==> src/hdl/first_fit_region_allocator_top_defines.svh <==
// assertion macros for the first-fit region allocator
`ifndef FIRST_FIT_REGION_ALLOCATOR_TOP_DEFINES_SVH
`define FIRST_FIT_REGION_ALLOCATOR_TOP_DEFINES_SVH

// same-cycle implication, checked outside reset
`define FFRA_ASSERT_IMP(lbl, clk, rst_n, ante, cons) \
  lbl: assert property (@(posedge clk) disable iff (!rst_n) (ante) |-> (cons)) \
    else $error("allocator check failed");

// next-cycle implication, checked outside reset
`define FFRA_ASSERT_NXT(lbl, clk, rst_n, ante, cons) \
  lbl: assert property (@(posedge clk) disable iff (!rst_n) (ante) |=> (cons)) \
    else $error("allocator check failed");

`endif

==> src/hdl/ffra_pkg.sv <==
// shared types, codes and helpers of the first-fit region allocator
`timescale 1ns / 1ps
package ffra_pkg;

  localparam int MAX_REGIONS_DEF = 32;
  localparam logic [31:0] POOL_START_RST = 32'h0010_0000;
  localparam logic [31:0] POOL_BYTES_RST = 32'h0010_0000;
  localparam logic [31:0] MIN_BLOCK_RST  = 32'd32;
  localparam logic [31:0] TOP_LIMIT      = 32'hFFFF_FFFF;
  localparam logic [31:0] ROUND_MAX      = 32'hFFFF_FFE0;
  localparam logic [31:0] ROUND_ADD      = 32'd31;
  localparam logic [31:0] ROUND_MASK     = ~32'd31;

  localparam logic [1:0] KIND_ALLOC  = 2'd0;
  localparam logic [1:0] KIND_FREE   = 2'd1;
  localparam logic [1:0] KIND_REINIT = 2'd2;

  localparam logic [1:0] STAT_DONE = 2'd0;
  localparam logic [1:0] STAT_OOM  = 2'd1;
  localparam logic [1:0] STAT_FULL = 2'd2;

  localparam logic [1:0] CFG_POOL_START = 2'd0;
  localparam logic [1:0] CFG_POOL_BYTES = 2'd1;
  localparam logic [1:0] CFG_MIN_BLOCK  = 2'd2;

  typedef struct packed {
    logic [1:0]  kind;
    logic [31:0] region_base;
    logic [31:0] byte_count;
  } in_item_t;

  typedef struct packed {
    logic [31:0] grant_address;
    logic [1:0]  status;
    logic [31:0] free_bytes;
    logic [5:0]  region_count;
  } out_item_t;

  typedef enum logic [1:0] {
    OP_HOLD,
    OP_WRITE,
    OP_SHIFT_DN,
    OP_SHIFT_UP
  } cell_op_t;

  typedef struct packed {
    cell_op_t    op;
    logic [31:0] wbase;
    logic [31:0] wsize;
    logic        tok_load;
    logic        tok_adv;
  } cell_cmd_t;

  typedef enum logic [2:0] {
    ST_INIT,
    ST_IDLE,
    ST_ASCAN,
    ST_FSCAN,
    ST_FDROP
  } state_t;

  // length clipped so the region ends below the top byte
  function automatic logic [31:0] clip_len(input logic [31:0] base, input logic [31:0] len);
    logic [31:0] room;
    room = TOP_LIMIT - base;
    return (len > room) ? room : len;
  endfunction

endpackage

==> src/hdl/ffra_cell.sv <==
// one table cell: a free region entry plus the scan token
`timescale 1ns / 1ps
module ffra_cell import ffra_pkg::*; #(
  parameter int IDX = 0,
  parameter int IW  = 5
) (
  input  logic          clk,
  input  logic          rst_n,
  input  cell_cmd_t     cmd,
  input  logic [IW-1:0] cmd_pos,
  input  logic [31:0]   left_base,
  input  logic [31:0]   left_size,
  input  logic          left_tok,
  input  logic [31:0]   right_base,
  input  logic [31:0]   right_size,
  output logic [31:0]   base,
  output logic [31:0]   size,
  output logic          tok,
  output logic [31:0]   rd_base,
  output logic [31:0]   rd_size
);

  logic [31:0] base_r, base_nxt, size_r, size_nxt;
  logic        tok_r, tok_nxt;
  logic        here, above;

  assign here  = (cmd_pos == IW'(IDX));
  assign above = (IW'(IDX) > cmd_pos);

  always_comb begin
    base_nxt = base_r;
    size_nxt = size_r;
    case (cmd.op)
      OP_WRITE: begin
        if (here) begin
          base_nxt = cmd.wbase;
          size_nxt = cmd.wsize;
        end
      end
      OP_SHIFT_DN: begin
        if (here || above) begin
          base_nxt = right_base;
          size_nxt = right_size;
        end
      end
      OP_SHIFT_UP: begin
        if (above) begin
          base_nxt = left_base;
          size_nxt = left_size;
        end else if (here) begin
          base_nxt = cmd.wbase;
          size_nxt = cmd.wsize;
        end
      end
      default: begin
      end
    endcase
    if (cmd.tok_load) tok_nxt = (IDX == 0);
    else if (cmd.tok_adv) tok_nxt = left_tok;
    else tok_nxt = tok_r;
  end

  always_ff @(posedge clk) begin
    base_r <= base_nxt;
    size_r <= size_nxt;
  end

  always_ff @(posedge clk) begin
    if (!rst_n) tok_r <= 1'b0;
    else tok_r <= tok_nxt;
  end

  assign base    = base_r;
  assign size    = size_r;
  assign tok     = tok_r;
  assign rd_base = tok_r ? base_r : 32'd0;
  assign rd_size = tok_r ? size_r : 32'd0;

endmodule

==> config.mk <==
export PLATFORM = sky130hd
export DESIGN_NAME = ffra_cell
export DESIGN_NICKNAME = d
export VERILOG_FILES = /design/src/hdl/first_fit_region_allocator_top_defines.svh /design/src/hdl/ffra_pkg.sv /design/src/hdl/ffra_cell.sv
export SDC_FILE = /design/constraint.sdc
export NUM_CORES = 1
export LEC_CHECK = 0
export BUFFER_PORTS_ARGS = -buffer_cell sky130_fd_sc_hd__buf_2
export CAP_MARGIN = 20
export CORE_AREA = 2 2 130 132
export CTS_CLUSTER_DIAMETER = 100
export CTS_CLUSTER_SIZE = 24
export DETAILED_ROUTE_END_ITERATION = 12
export DIE_AREA = 0 0 132 134
export SLEW_MARGIN = 40
export SYNTH_ARGS = -nofsm -noshare
export SYNTH_HDL_FRONTEND = slang
export SYNTH_SLANG_ARGS = --single-unit
==> constraint.sdc <==
create_clock -name clk -period 7.15 [get_ports clk]
set_clock_uncertainty 0.2 [all_clocks]
set_input_delay 2.145 -clock clk [delete_from_list [all_inputs] [get_ports clk]]
set_output_delay 2.145 -clock clk [all_outputs]
set_load 0.02 [all_outputs]
* Word level (Yosys, flattened, before mapping)
Cells that the tools add are included.
Widths: inputs -> output; s select.
** Word-level totals
- Flip-flop bits (word level) :: 65
- Input bits :: 204
- Output and inout bits :: 129
- Word-level logic and storage cells :: 25
** Cells by class
- Mux-type cells :: 12
- Magnitude comparators :: 1
- Eq/ne operators :: 4
- Reductions and logical operators :: 5
** Operators by type and width (number)
- $mux 32 :: 8
- $pmux 32 s3 :: 2
- $gt 1x5->1 const A :: 1
- $logic_not 5->1 :: 1
- $eq 2x2->1 const B :: 2
- $reduce_bool 3->1 :: 1
- $eq 2x1->1 const B :: 1
- $mux 1 :: 2
- $ne 2x2->1 const B :: 1
- $reduce_and 2->1 :: 1
- $reduce_bool 2->1 :: 1
- $logic_or 1x1->1 :: 1

* Logic depth before layout (Yosys ltp)
- Depth after elaboration :: 4
- Gate-level depth with buffers :: 5
- Gate-level depth less buffers :: 3

* Worst setup path after synthesis
OpenSTA, ideal clock, no wires.
- Path kind :: input -> register
- Start :: in cmd_pos[3]
- End :: reg base_r[0], in the netlist base[0] (enable)
- Buffers on the path :: 1
- Data required time :: 6529 ps
- Data arrival time :: 4282 ps
- Slack :: 2247 ps
- Setup time :: 421 ps
- Stages on the path :: 4
- Path through :: or4_4 -> buf_2 -> nor2_1 -> a21o_1
** Between the ends
- Word-level cells in the longest chain between the ends :: 4
- Elaborated cells between the ends (all ways) :: 5
- Classes of those cells :: order compare: 1; eq/ne: 1; reduce/logical: 3
** Ends and longest elaborated chain
- start, declared :: line ffra_cell.sv:10 : input logic [IW-1:0] cmd_pos,
- $gt 1x5->1 / $logic_not 5->1 (equally long branches) :: line ffra_cell.sv:28, ffra_cell.sv:27
- $logic_or 1x1->1 * :: line ffra_cell.sv:41 : if (here || above) begin
- $ne 2x2->1 (no line) *
- $reduce_and 2->1 (no line) *
- end signal, assigned :: line ffra_cell.sv:64 : base_r <= base_nxt;
- end, declared :: line ffra_cell.sv:23 : logic [31:0] base_r, base_nxt, size_r, size_nxt;
Mark *: on every way between the ends. The rest lies on a longest branch, timed or not.
A chain may end at the register's enable or synchronous reset.

* Worst setup path after layout
- Start :: in cmd_pos[3]
- End :: reg size_r[26], in the netlist size[26] (enable)
** Between the ends
- Word-level cells in the longest chain between the ends :: 4
- Elaborated cells between the ends (all ways) :: 5
- Classes of those cells :: order compare: 1; eq/ne: 1; reduce/logical: 3
** Ends and longest elaborated chain
- $gt 1x5->1 / $logic_not 5->1 (equally long branches) :: line ffra_cell.sv:28, ffra_cell.sv:27
- $logic_or 1x1->1 * :: line ffra_cell.sv:41
- $ne 2x2->1 (no line) *
- $reduce_and 2->1 (no line) *
- end signal, assigned :: line ffra_cell.sv:65 : size_r <= size_nxt;
- end, declared :: line ffra_cell.sv:23
Marked as above.

==> impl_metrics.csv <==
group,metric,value,unit
run_status,status,"completed",
floorplanning,num_io_pins,333,
synth,syn_inst,442,
synth,synth_seq_cells,65,
layout,area_delta_synth_final,39.5,%
sta,fin_crit,4.74,ns
sta,hold_slack,0.439,ns
clocking,htreeDepth,3,
critical_path,cp_max_fo,66,
sta,slew_viol_final,0,
critical_path,r2r_start,"tok",
layout,nets,882,
clocking,cts_resized,0,
floorplanning,die_height,134,µm
clocking,cts-root-buf,"clkbuf_16",
critical_path,startpoint_type,"input port",
sta,rsz0062_at_grt,"no",
clocking,holdBufCountCts,0,
clocking,ctsLongestPathBuffers,2,
floorplanning,start_util,26.9,%
layout,drive_gt1_share,51.7,%
synth,synth_adder_area_share,0,%
floorplanning,rows,47,
global_route,first_global_vias,4118,
placement,globalplace.congestion,0.733,
floorplanning,dieArea,17700,µm²
pwr,combPwrFrac,24.3,%
synth,ys_seq_area_share,44.3,%
critical_path,rrSetupSlack,5.85,ns
pwr,ir_drop,88.3,µV
sta,finalHoldViolCount,0,
pwr,internal-power,0.851,mW
critical_path,rr_endpoint,"tok",
synth,syn_nets,646,
min_path,hp-class,"reg2reg",
critical_path,worst_setup_path_end_kind,"flop",
critical_path,worstPathRequired,6.91,ns
clocking,tritoncts,"yes",
layout,layout_commonest_cell,"buf_2",
sta,slew_headroom,45.9,%
route,firstDrtPassIters,4,
clocking,cts_setup_buffers,0,
min_path,worstHoldPathCells,2,
layout,antenna-diode-count,0,
critical_path,critPathArrivalTime,4.50,ns
min_path,hold_path.startpoint,"size[27]",
route,drt-total-wl,14100,µm
clocking,path_clk_slew,0.05,ns
synth,synth_compound_area_share,29.1,%
global_route,track_usage,15.6,%
route,num_vias,4272,
synth,synthSimpleGateAreaFrac,20.8,%
pwr,power_density,200,nW/µm²
synth,synth_xor_area_share,0,%
global_route,overflow,0,
synth,yosys_warnings,0,
route,wl_per_cell,15.6,µm
global_route,antenna_found_initial,0,
pwr,total_power,1.22,mW
pwr,swShare,30.4,%
floorplanning,core,16300,µm²
placement,io_buffers,268,
sta,finalSetupTns,0,ns
pwr,p_leak,2.82,nW
critical_path,critPathKind,"in2reg",
route,postRouteAntennaNets,0,
critical_path,worstRegToRegCells,2,
route,drtIter0Drc,176,
sta,fmaxAchievable,211,MHz
global_route,grt_pass1_wl,21900,µm
pwr,p_switching,0.371,mW
placement,dp_hpwl,9580,µm
run,maxCapViolCount,0,
floorplanning,die_w,132,µm
synth,muxShareOfSynthArea,0.257,%
clocking,numCtsBuffers,9,
clocking,cts.sinks,65,
global_route,grt_max_degree,81,
synth,synth_top_family_by_area,"compound AO/OA/AOI/OAI gates",
synth,synth.cell_area,4390,µm²
pwr,clkPwrFrac,35.2,%
layout,layout_common_cells,"268 x buf_2, 128 x nand2_1, 68 x o211ai_1, 64 x and2_1, 64 x edfxtp_1",
clocking,insertion_delay,0.33,ns
sta,worst_pin_slew,0.811,ns
synth,avgSynthCellArea,9.93,µm²
route,avgViaCountPerCell,4.73,
sta,setup_viol,0,
pwr,pwr-share-seq,40.5,%
min_path,min_to,"size[27]",
route,remaining_drc_errors,0,
sta,fin_crit_sh,66.3,%
synth,synth_cell_types,17,
-- cell type report --
cell class              count  area [µm²]
clock buffers              12         236
repair buffers            274        1400
well taps                 220         275
flip-flops and latches     65        1950
fillers                  1684       10200
clock inverters             4        43.8
multi-input cells         328        2220
-- logic make-up after synthesis --
group	after synthesis
mux	1
buf+inv	49
flops	65
compound gates	130
simple gates	197
-- worst max-delay path by stage --
stage                     from  endpoint  slack, ns
floorplan           cmd_pos[3]   base[0]       2.25
global placement    cmd_pos[3]  size[26]       2.01
detailed placement  cmd_pos[3]  size[26]       2.00
CTS                 cmd_pos[3]  size[26]       2.36
global route        cmd_pos[3]  base[18]       2.28
finish              cmd_pos[3]  size[26]       2.41
-- power by group through the flow --
stage                     clock network (mW)  logic [mW]  registers [mW]
after global placement                     0       0.298           0.501
final                                  0.430       0.297           0.495
after floorplan                            0       0.156           0.530
after global routing                   0.460       0.323           0.501
after CTS                              0.446       0.302           0.495
after detailed placement                   0       0.302           0.502
-- cell usage after synthesis --
master      n  area, µm²
o21a_1      1       7.51
edfxtp_1   64       1920
mux2_2      1       11.3
clkbuf_1   36        135
o211ai_1   68        510
a21o_1      1       7.51
o211ai_2   60        751
buf_2       6       30.0
or2_1       1       6.26
dfxtp_1     1       20.0
nor2_1      1       3.75
or4_4       1       11.3
buf_6       7       78.8
and2_1     64        400
nand2b_1    1       6.26
nand2_1   128        480
nor2b_1     1       6.26
-- flip-flops by register name, summed over array words and instances (netlist names) --
| name | cells |
|---|---|
| base | 32 |
| size | 32 |
| tok | 1 |
-- stage by stage --
stage | instance area (µm²) | std cells | setup WS (ns) | util (%)
finish | 6120 | 903 | 2.41 | 37.6
global placement | 5820 | 886 | 2.01 | 35.7
CTS | 6120 | 903 | 2.36 | 37.6
global route | 6120 | 903 | 2.28 | 37.6
floorplan | 4390 | 442 | 2.25 | -
detailed placement | 5840 | 887 | 2.00 | 35.8
-- routing by layer --
| layer | track usage, % | vias to the layer above | wire length (µm) |
|---|---|---|---|
| met5 | 0 | - | 0 |
| met4 | 6.10 | 0 | 303 |
| met3 | 3.21 | 20 | 747 |
| met2 | 26.7 | 157 | 6970 |
| met1 | 19.2 | 2005 | 6090 |
| li1 | - | 2090 | - |
-- worst max-delay path, cell delays in order --
cell	delay, ns
buf_2	0.09
or4_4	0.88
nor2_1	0.19
a21o_2	0.56
buf_4	0.58
No activity file was read; power rests on OpenSTA's default activity.
