[config.mk]
export PLATFORM = sky130hd
export DESIGN_NAME = ffra_ctrl
export DESIGN_NICKNAME = d
export VERILOG_FILES = /design/src/hdl/first_fit_region_allocator_top_defines.svh /design/src/hdl/ffra_pkg.sv /design/src/hdl/ffra_ctrl.sv
export SDC_FILE = /design/constraint.sdc
export NUM_CORES = 2
export LEC_CHECK = 0
export ABC_CLOCK_PERIOD_IN_PS = 12400
export BUFFER_PORTS_ARGS = -buffer_cell sky130_fd_sc_hd__buf_2
export CORE_UTILIZATION = 47
export CTS_CLUSTER_SIZE = 24
export DETAILED_ROUTE_END_ITERATION = 6
export PLACE_DENSITY = 0.65
export RECOVER_POWER = 50
export SKIP_LAST_GASP = 1
export SYNTH_ARGS = -nofsm -noshare
export SYNTH_HDL_FRONTEND = slang
export SYNTH_SLANG_ARGS = --single-unit
[constraint.sdc]
create_clock -name clk -period 12.4 [get_ports clk]
set_input_delay 0.62 -clock clk [delete_from_list [all_inputs] [get_ports clk]]
set_output_delay 0.62 -clock clk [all_outputs]
set_load 0.03 [all_outputs]
[src/hdl/first_fit_region_allocator_top_defines.svh]
// assertion macros for the first-fit region allocator
`ifndef FIRST_FIT_REGION_ALLOCATOR_TOP_DEFINES_SVH
`define FIRST_FIT_REGION_ALLOCATOR_TOP_DEFINES_SVH

// same-cycle implication, checked outside reset
`define FFRA_ASSERT_IMP(lbl, clk, rst_n, ante, cons) \
  lbl: assert property (@(posedge clk) disable iff (!rst_n) (ante) |-> (cons)) \
    else $error("allocator check failed");

// next-cycle implication, checked outside reset
`define FFRA_ASSERT_NXT(lbl, clk, rst_n, ante, cons) \
  lbl: assert property (@(posedge clk) disable iff (!rst_n) (ante) |=> (cons)) \
    else $error("allocator check failed");

`endif

[src/hdl/ffra_pkg.sv]
// shared types, codes and helpers of the first-fit region allocator
`timescale 1ns / 1ps
package ffra_pkg;

  localparam int MAX_REGIONS_DEF = 32;
  localparam logic [31:0] POOL_START_RST = 32'h0010_0000;
  localparam logic [31:0] POOL_BYTES_RST = 32'h0010_0000;
  localparam logic [31:0] MIN_BLOCK_RST  = 32'd32;
  localparam logic [31:0] TOP_LIMIT      = 32'hFFFF_FFFF;
  localparam logic [31:0] ROUND_MAX      = 32'hFFFF_FFE0;
  localparam logic [31:0] ROUND_ADD      = 32'd31;
  localparam logic [31:0] ROUND_MASK     = ~32'd31;

  localparam logic [1:0] KIND_ALLOC  = 2'd0;
  localparam logic [1:0] KIND_FREE   = 2'd1;
  localparam logic [1:0] KIND_REINIT = 2'd2;

  localparam logic [1:0] STAT_DONE = 2'd0;
  localparam logic [1:0] STAT_OOM  = 2'd1;
  localparam logic [1:0] STAT_FULL = 2'd2;

  localparam logic [1:0] CFG_POOL_START = 2'd0;
  localparam logic [1:0] CFG_POOL_BYTES = 2'd1;
  localparam logic [1:0] CFG_MIN_BLOCK  = 2'd2;

  typedef struct packed {
    logic [1:0]  kind;
    logic [31:0] region_base;
    logic [31:0] byte_count;
  } in_item_t;

  typedef struct packed {
    logic [31:0] grant_address;
    logic [1:0]  status;
    logic [31:0] free_bytes;
    logic [5:0]  region_count;
  } out_item_t;

  typedef enum logic [1:0] {
    OP_HOLD,
    OP_WRITE,
    OP_SHIFT_DN,
    OP_SHIFT_UP
  } cell_op_t;

  typedef struct packed {
    cell_op_t    op;
    logic [31:0] wbase;
    logic [31:0] wsize;
    logic        tok_load;
    logic        tok_adv;
  } cell_cmd_t;

  typedef enum logic [2:0] {
    ST_INIT,
    ST_IDLE,
    ST_ASCAN,
    ST_FSCAN,
    ST_FDROP
  } state_t;

  // length clipped so the region ends below the top byte
  function automatic logic [31:0] clip_len(input logic [31:0] base, input logic [31:0] len);
    logic [31:0] room;
    room = TOP_LIMIT - base;
    return (len > room) ? room : len;
  endfunction

endpackage

[src/hdl/ffra_ctrl.sv]
// sequencer: config registers, counters and the per-item command stream
`timescale 1ns / 1ps
module ffra_ctrl import ffra_pkg::*; #(
  parameter int MAX = MAX_REGIONS_DEF,
  parameter int IW  = $clog2(MAX),
  parameter int CW  = $clog2(MAX + 1)
) (
  input  logic          clk,
  input  logic          rst_n,
  input  logic          start,
  input  in_item_t      in_item,
  output logic          busy,
  output logic          out_valid,
  output out_item_t     out_result,
  input  logic          cfg_we,
  input  logic [1:0]    cfg_index,
  input  logic [31:0]   cfg_data,
  input  logic [31:0]   rd_base,
  input  logic [31:0]   rd_size,
  output cell_cmd_t     cmd,
  output logic [IW-1:0] cmd_pos,
  output logic [CW-1:0] used
);

  state_t      state_r, state_nxt;
  logic [31:0] pool_start_r, pool_bytes_r, min_block_r;
  logic [CW-1:0] used_r, used_nxt, idx_r, idx_nxt;
  logic [31:0] sum_r, sum_nxt;
  logic [31:0] need_r, need_nxt, fbase_r, fbase_nxt, fend_r, fend_nxt;
  logic [31:0] prev_base_r, prev_base_nxt, prev_size_r, prev_size_nxt;
  logic [31:0] prev_end_r, prev_end_nxt;
  logic        ov_r, ov_nxt;
  out_item_t   res_r, res_nxt;
  logic        emit;
  logic [31:0] e_grant;
  logic [1:0]  e_status;
  logic [31:0] pool_len, rounded, flen;
  logic        cur_ok;

  assign pool_len = clip_len(pool_start_r, pool_bytes_r);
  assign rounded  = (in_item.byte_count + ROUND_ADD) & ROUND_MASK;
  assign flen     = clip_len(in_item.region_base, in_item.byte_count);
  assign cur_ok   = (idx_r < used_r);

  always_comb begin
    state_nxt     = state_r;
    used_nxt      = used_r;
    sum_nxt       = sum_r;
    idx_nxt       = idx_r;
    need_nxt      = need_r;
    fbase_nxt     = fbase_r;
    fend_nxt      = fend_r;
    prev_base_nxt = prev_base_r;
    prev_size_nxt = prev_size_r;
    prev_end_nxt  = prev_end_r;
    cmd           = '{op: OP_HOLD, wbase: 32'd0, wsize: 32'd0, tok_load: 1'b0, tok_adv: 1'b0};
    cmd_pos       = idx_r[IW-1:0];
    emit          = 1'b0;
    e_grant       = 32'd0;
    e_status      = STAT_DONE;
    case (state_r)
      ST_INIT: begin
        cmd.op    = OP_WRITE;
        cmd_pos   = '0;
        cmd.wbase = pool_start_r;
        cmd.wsize = pool_len;
        used_nxt  = (pool_len != 32'd0) ? CW'(1) : CW'(0);
        sum_nxt   = pool_len;
        state_nxt = ST_IDLE;
      end
      ST_IDLE: begin
        if (start) begin
          case (in_item.kind)
            KIND_ALLOC: begin
              if (in_item.byte_count > ROUND_MAX) begin
                emit     = 1'b1;
                e_status = STAT_OOM;
              end else begin
                need_nxt     = (rounded < min_block_r) ? min_block_r : rounded;
                idx_nxt      = '0;
                cmd.tok_load = 1'b1;
                state_nxt    = ST_ASCAN;
              end
            end
            KIND_FREE: begin
              if (flen == 32'd0) begin
                emit = 1'b1;
              end else begin
                fbase_nxt    = in_item.region_base;
                need_nxt     = flen;
                fend_nxt     = in_item.region_base + flen;
                idx_nxt      = '0;
                cmd.tok_load = 1'b1;
                state_nxt    = ST_FSCAN;
              end
            end
            KIND_REINIT: begin
              cmd.op    = OP_WRITE;
              cmd_pos   = '0;
              cmd.wbase = pool_start_r;
              cmd.wsize = pool_len;
              used_nxt  = (pool_len != 32'd0) ? CW'(1) : CW'(0);
              sum_nxt   = pool_len;
              emit      = 1'b1;
            end
            default: emit = 1'b1;
          endcase
        end
      end
      ST_ASCAN: begin
        if (!cur_ok) begin
          emit      = 1'b1;
          e_status  = STAT_OOM;
          state_nxt = ST_IDLE;
        end else if (rd_size >= need_r) begin
          e_grant = rd_base;
          if (rd_size == need_r) begin
            cmd.op   = OP_SHIFT_DN;
            used_nxt = used_r - CW'(1);
          end else begin
            cmd.op    = OP_WRITE;
            cmd.wbase = rd_base + need_r;
            cmd.wsize = rd_size - need_r;
          end
          sum_nxt   = sum_r - need_r;
          emit      = 1'b1;
          state_nxt = ST_IDLE;
        end else begin
          idx_nxt     = idx_r + CW'(1);
          cmd.tok_adv = 1'b1;
        end
      end
      ST_FSCAN: begin
        if (cur_ok && (rd_base < fbase_r)) begin
          prev_base_nxt = rd_base;
          prev_size_nxt = rd_size;
          prev_end_nxt  = rd_base + rd_size;
          idx_nxt       = idx_r + CW'(1);
          cmd.tok_adv   = 1'b1;
        end else begin
          state_nxt = ST_IDLE;
          if ((idx_r != '0) && (prev_end_r == fbase_r)) begin
            // joins the lower neighbour, maybe the upper one too
            sum_nxt   = sum_r + need_r;
            cmd.op    = OP_WRITE;
            cmd_pos   = IW'(idx_r - CW'(1));
            cmd.wbase = prev_base_r;
            if (cur_ok && (fend_r == rd_base)) begin
              cmd.wsize = prev_size_r + need_r + rd_size;
              state_nxt = ST_FDROP;
            end else begin
              cmd.wsize = prev_size_r + need_r;
              emit      = 1'b1;
            end
          end else if (cur_ok && (fend_r == rd_base)) begin
            cmd.op    = OP_WRITE;
            cmd.wbase = fbase_r;
            cmd.wsize = rd_size + need_r;
            sum_nxt   = sum_r + need_r;
            emit      = 1'b1;
          end else if (used_r >= CW'(MAX)) begin
            emit     = 1'b1;
            e_status = STAT_FULL;
          end else begin
            cmd.op    = OP_SHIFT_UP;
            cmd.wbase = fbase_r;
            cmd.wsize = need_r;
            used_nxt  = used_r + CW'(1);
            sum_nxt   = sum_r + need_r;
            emit      = 1'b1;
          end
        end
      end
      ST_FDROP: begin
        cmd.op    = OP_SHIFT_DN;
        used_nxt  = used_r - CW'(1);
        emit      = 1'b1;
        state_nxt = ST_IDLE;
      end
      default: state_nxt = ST_IDLE;
    endcase
    ov_nxt  = emit;
    res_nxt = res_r;
    if (emit) begin
      res_nxt.grant_address = e_grant;
      res_nxt.status        = e_status;
      res_nxt.free_bytes    = sum_nxt;
      res_nxt.region_count  = 6'(used_nxt);
    end
  end

  always_ff @(posedge clk) begin
    if (!rst_n) begin
      state_r      <= ST_INIT;
      used_r       <= '0;
      sum_r        <= '0;
      idx_r        <= '0;
      ov_r         <= 1'b0;
      pool_start_r <= POOL_START_RST;
      pool_bytes_r <= POOL_BYTES_RST;
      min_block_r  <= MIN_BLOCK_RST;
    end else begin
      state_r <= state_nxt;
      used_r  <= used_nxt;
      sum_r   <= sum_nxt;
      idx_r   <= idx_nxt;
      ov_r    <= ov_nxt;
      if (cfg_we) begin
        case (cfg_index)
          CFG_POOL_START: pool_start_r <= cfg_data;
          CFG_POOL_BYTES: pool_bytes_r <= cfg_data;
          CFG_MIN_BLOCK:  min_block_r  <= cfg_data;
          default: begin
          end
        endcase
      end
    end
  end

  always_ff @(posedge clk) begin
    need_r      <= need_nxt;
    fbase_r     <= fbase_nxt;
    fend_r      <= fend_nxt;
    prev_base_r <= prev_base_nxt;
    prev_size_r <= prev_size_nxt;
    prev_end_r  <= prev_end_nxt;
    res_r       <= res_nxt;
  end

  assign busy       = (state_r != ST_IDLE);
  assign out_valid  = ov_r;
  assign out_result = res_r;
  assign used       = used_r;

endmodule

; Yosys cells after proc, flatten, opt, wreduce, memory -nomap -nowiden
; Cells that the tools add are included.
[totals]
reg_bits = 408
input_bits = 168
out_inout_bits = 153
[classes]
addsub = 16
magnitude_cmp = 8
eq_ne = 23
muxes = 89
n_bitwise = 1
n_reduce_logical = 20
[ops]
columns = cell, n
row1 = $mux W66, 7
row2 = $mux W32, 14
row3 = $pmux W64 S4, 1
row4 = $add A32 B32 Y32, 7
row5 = $pmux W32 S4, 1
row6 = $eq A32 B32 Y1, 3
row7 = $mux W6, 15
row8 = $mux W65, 1
row9 = $gt A32 B32 Y1, 2
row10 = $lt A32 B32 Y1, 2
row11 = $mux W64, 1
row12 = $pmux W32 S2, 1
row13 = $sub A32 B32 Y32, 2
row14 = $sub A32 B32 Y32 const A, 2
row15 = $add A32 B5 Y32 const B, 1
row16 = $ge A32 B32 Y1, 1
row17 = $gt A32 B32 Y1 const B, 1
row18 = $logic_not A32 Y1, 1
row19 = $reduce_bool A32 Y1, 1
row20 = $pmux W6 S5, 1
row21 = $mux W3, 8
row22 = $mux W5, 4
row23 = $pmux W6 S3, 1
row24 = $mux W1, 17
row25 = other kinds (35), 62

; Longest topological paths before layout
[logic_depth]
ltp_word = 8
depth_mapped = 26
depth_no_buf = 24

; Least setup slack after synthesis
; Ideal clock, no wire load.
[synth_timing]
path_kind = register to output
start = register used_r[3], in the netlist used[3]
end = output port cmd[0] in the netlist's numbering
t_arrival_ns = 7.340
path_slack_ns = 4.440
stages_incl_launch_ff = 12
path_buffers = 2
path_cell_list = dfxtp_1 -> clkbuf_1 -> inv_1 -> ha_1 -> a2111oi_2 -> o31ai_4 -> nand4b_1 -> or2_0 -> buf_2 -> nor2_1 -> a21oi_1 -> inv_1
[synth_rtl]
columns = item, line_no
row1 = "start, declared", ffra_ctrl.sv:27  ; logic [CW-1:0] used_r, used_nxt, idx_r, idx_nxt;
row2 = "start signal, assigned", ffra_ctrl.sv:204  ; used_r <= used_nxt;
row3 = "end, declared", ffra_ctrl.sv:20  ; output cell_cmd_t cmd,

==> impl_metrics.env <==
export IMPL_grt_antenna_before_repair=13
export IMPL_setup_viol=0
export IMPL_crit_arrival_ps=7850
export IMPL_hp_class="primary input to flop"
export IMPL_num_io_pins=321
export IMPL_cts_buffers=50
export IMPL_cts_tree="built"
export IMPL_finalMaxSlewViolations=301
export IMPL_worstReg2RegStart="used[3]"
export IMPL_grt_overflow_total=0
export IMPL_synth_nets=4713
export IMPL_crit_required_ps=11780
export IMPL_path_delay_family="simple AND/OR/NAND/NOR gates"
export IMPL_cts_sinks=408
export IMPL_dp_hpwl_um=117000
export IMPL_die_w_um=276
export IMPL_whs_endpoint="pool_bytes_r[27]"
export IMPL_rows=100
export IMPL_drt_iter0_drc=3820
export IMPL_worst_slew_pin_slew_ps=4960
export IMPL_nFillCells=7159
export IMPL_hold_viol_final=0
export IMPL_postCtsResizedCells=0
export IMPL_cpMaxStageDelayCell="nor2_1"
export IMPL_htreeDepth=2
export IMPL_avgViaCountPerCell=6.37
export IMPL_layout_min_cycle_time_ps=8470
export IMPL_synth_seq_cells=408
export IMPL_root_buffer="clkbuf_16"
export IMPL_grt_pass1_wl_um=212000
export IMPL_criticalPathCategory="flop to output pin"
export IMPL_path_cells="inv_1, ha_1, a2111oi_0, o31ai_4, clkbuf_1, nand4b_1, or2_0, nor2_1, a21oi_1, inv_1, buf_2"
export IMPL_period_share_pct=68.3
export IMPL_cp_slowest_stage_delay_ps=2620
export IMPL_cts_setup_buffers=0
export IMPL_synthArstFlopShare_pct=0
export IMPL_synth_edf_count=264
export IMPL_yosysTopAreaCell="edfxtp_1"
export IMPL_fmax_mhz=118
export IMPL_max_slew_margin_rel_pct=-231
export IMPL_cts_hold_buf=0
export IMPL_yosysUniqueCellTypes=93
export IMPL_maxCapViolations=6
export IMPL_area_delta_synth_final_pct=11.4
export IMPL_r2r_end="idx_r[4]"
export IMPL_clkTransAtPathRegs_ps=60
export IMPL_start_util_pct=47.5
export IMPL_status="finished, violations left"
export IMPL_setup_ws_ps=3930
export IMPL_cts_buffer_depth=3
export IMPL_peakVddDrop_mv=0.0945
export IMPL_yosysSeqAreaShare_pct=30.5
export IMPL_gp_congestion=1.04
export IMPL_p_leak_nw=16.0
export IMPL_cp_max_fo=34
export IMPL_ant_nets=0
export IMPL_largest_reg_flops=72
export IMPL_grt_usage_pct=37.5
export IMPL_grt_pass1_vias=32000
export IMPL_crit_buf_inv=4
export IMPL_synthTopCellsByArea="edfxtp_1 22%, ha_1 15%, dfxtp_1 8.1%"
export IMPL_drive_above_1_share_pct=7.46
export IMPL_wl_um=147000
export IMPL_drt_wirelength_per_cell_um=27.3
export IMPL_die_y_um=276
export IMPL_drc=4
export IMPL_crit_path_start_kind="flop"
export IMPL_core_sq_mm=0.0744
export IMPL_nets=4963
export IMPL_syn_avg_cell_area_sq_um=8.59
export IMPL_ys_flop_type="edfxtp_1"
export IMPL_ff2ff_setup_slack_ps=4950
export IMPL_p_per_area_mw_per_mm2=110
export IMPL_worstHoldStart="cfg_data[27]"
export IMPL_port_buffers=320
export IMPL_grt_max_degree=101
export IMPL_syn_area_sq_mm=0.0354
export IMPL_dr_pass1_iters=7
export IMPL_cpMostUsedCell="inv_1"
export IMPL_final_setup_tns_ps=0
export IMPL_syn_inst=4120
export IMPL_insertion_delay_ps=630
export IMPL_rsz0062_at_grt="false"
export IMPL_route_vias_total=34300
export IMPL_final_setup_skew_ps=24.1
export IMPL_holdWs_ps=262
export IMPL_worstSetupEndpointType="output pin"
export IMPL_dpl_worst_slack_ps=5680
export IMPL_worstRegToRegCells=13
export IMPL_die_area_sq_mm=0.0764
export IMPL_yosysTopAreaCellShare_pct=22.4
export IMPL_violations="DRC, capacitance limit, slew limit"
export IMPL_ys_warn_count=0
export IMPL_holdPathStages=3
-- worst reg2reg max path, delay by kind of cell, from the launching register on --
| kind | cells | cell delay (ps) |
|---|---|---|
| buf+inv | 3 | 1020 |
| simple gates | 5 | 3900 |
| compound gates | 3 | 1500 |
| fa+ha+maj | 1 | 240 |
| xor+xnor | 1 | 150 |
| flops | 1 | 510 |
-- cells by family after synthesis --
group,synth area share [%]
AO/OA/AOI/OAI,23.9
AND/OR/NAND/NOR,16.7
adder cells (fa/ha/maj),15.2
flip-flops,30.5
buffers and inverters,4.37
XOR/XNOR,7.67
multiplexers,1.58
-- synth_stat cells (51+ instances only) --
| library cell | number |
|---|---|
| edfxtp_1 | 264 |
| a21o_1 | 140 |
| nand2_1 | 473 |
| clkbuf_1 | 134 |
| nor2b_1 | 51 |
| a21oi_1 | 440 |
| nor3_1 | 62 |
| xnor2_1 | 200 |
| o21ai_0 | 179 |
| ha_1 | 416 |
| nand4_1 | 67 |
| and2_1 | 83 |
| dfxtp_1 | 144 |
| nand3_1 | 73 |
| o211ai_1 | 57 |
| inv_1 | 209 |
| xor2_1 | 110 |
| nor2_1 | 272 |
-- cell usage in the layout (no fill, tap or decap), types with 40 or more instances in the layout --
cell and n:
o211ai_1 57, a21o_1 139, buf_2 142, xnor2_1 200, nor2_1 271, a21oi_1 439
clkbuf_1 194, nand2_1 473, edfxtp_1 264, nand2b_1 49, dfxtp_1 144, nor3_1 59
nor2b_1 50, nand3_1 72, inv_1 208, and2_1 82, nand4_1 67, buf_4 40
mux2i_1 49, xor2_1 110, o21ai_0 179, ha_1 416, o221ai_1 43, clkbuf_16 50
-- routing by layer --
metal  part of all wire, %  vias to the layer above  wire length (um)  GRT usage (%)
met2                    42                     1839             62600           56.3
met4                   6.6                        6              9740           22.3
met3                    10                      420             15300           8.10
li1                      -                    15700                 -              -
met1                    41                    16400             59700           49.4
met5                 0.025                        -                37              0
-- worst max-delay path by stage --
stage / from / end / slack, ps / cells after the start
detailed placement: need_r[1] / cmd[30] / 5680 / 20
floorplan: used[3] / cmd[0] / 4440 / 11
CTS: need_r[1] / cmd[30] / 5010 / 20
global placement: need_r[1] / cmd[30] / 5720 / 20
global route: used[1] / cmd[0] / 3740 / 11
finish: used[3] / cmd[0] / 3930 / 11
-- metrics by stage --
step | cells | instance area [sq um] | power [mW] | utilization, %
6_report | 5390 | 39400 | 4.35 | 52.9
3_3_place_gp | 5287 | 37900 | 2.78 | 51.0
4_1_cts | 5380 | 39700 | 4.34 | 53.3
2_1_floorplan | 4120 | 35400 | 2.40 | -
3_5_place_dp | 5287 | 37900 | 2.78 | 51.0
5_1_grt | 5381 | 39400 | 4.51 | 52.9
-- where the power goes --
group / leakage, nW / switching, mW / internal (mW)
registers: 3.57 / 0.0526 / 1.52
clock network: 0.842 / 0.647 / 0.915
logic: 11.6 / 0.784 / 0.430
-- layout make-up --
type / instances / area, sq um / share of cell area [%]
Clock inverter: 29 / 354 / 0.898
Tap cell: 969 / 1210 / 3.08
Sequential cell: 408 / 10800 / 27.4
Antenna cell: 10 / 25.0 / 0.0635
Clock buffer: 64 / 1370 / 3.49
Multi-Input combinational cell: 3332 / 23100 / 58.7
Inverter: 209 / 785 / 1.99
Timing Repair Buffer: 369 / 1710 / 4.35
No activity file was read; power rests on OpenSTA's default activity.
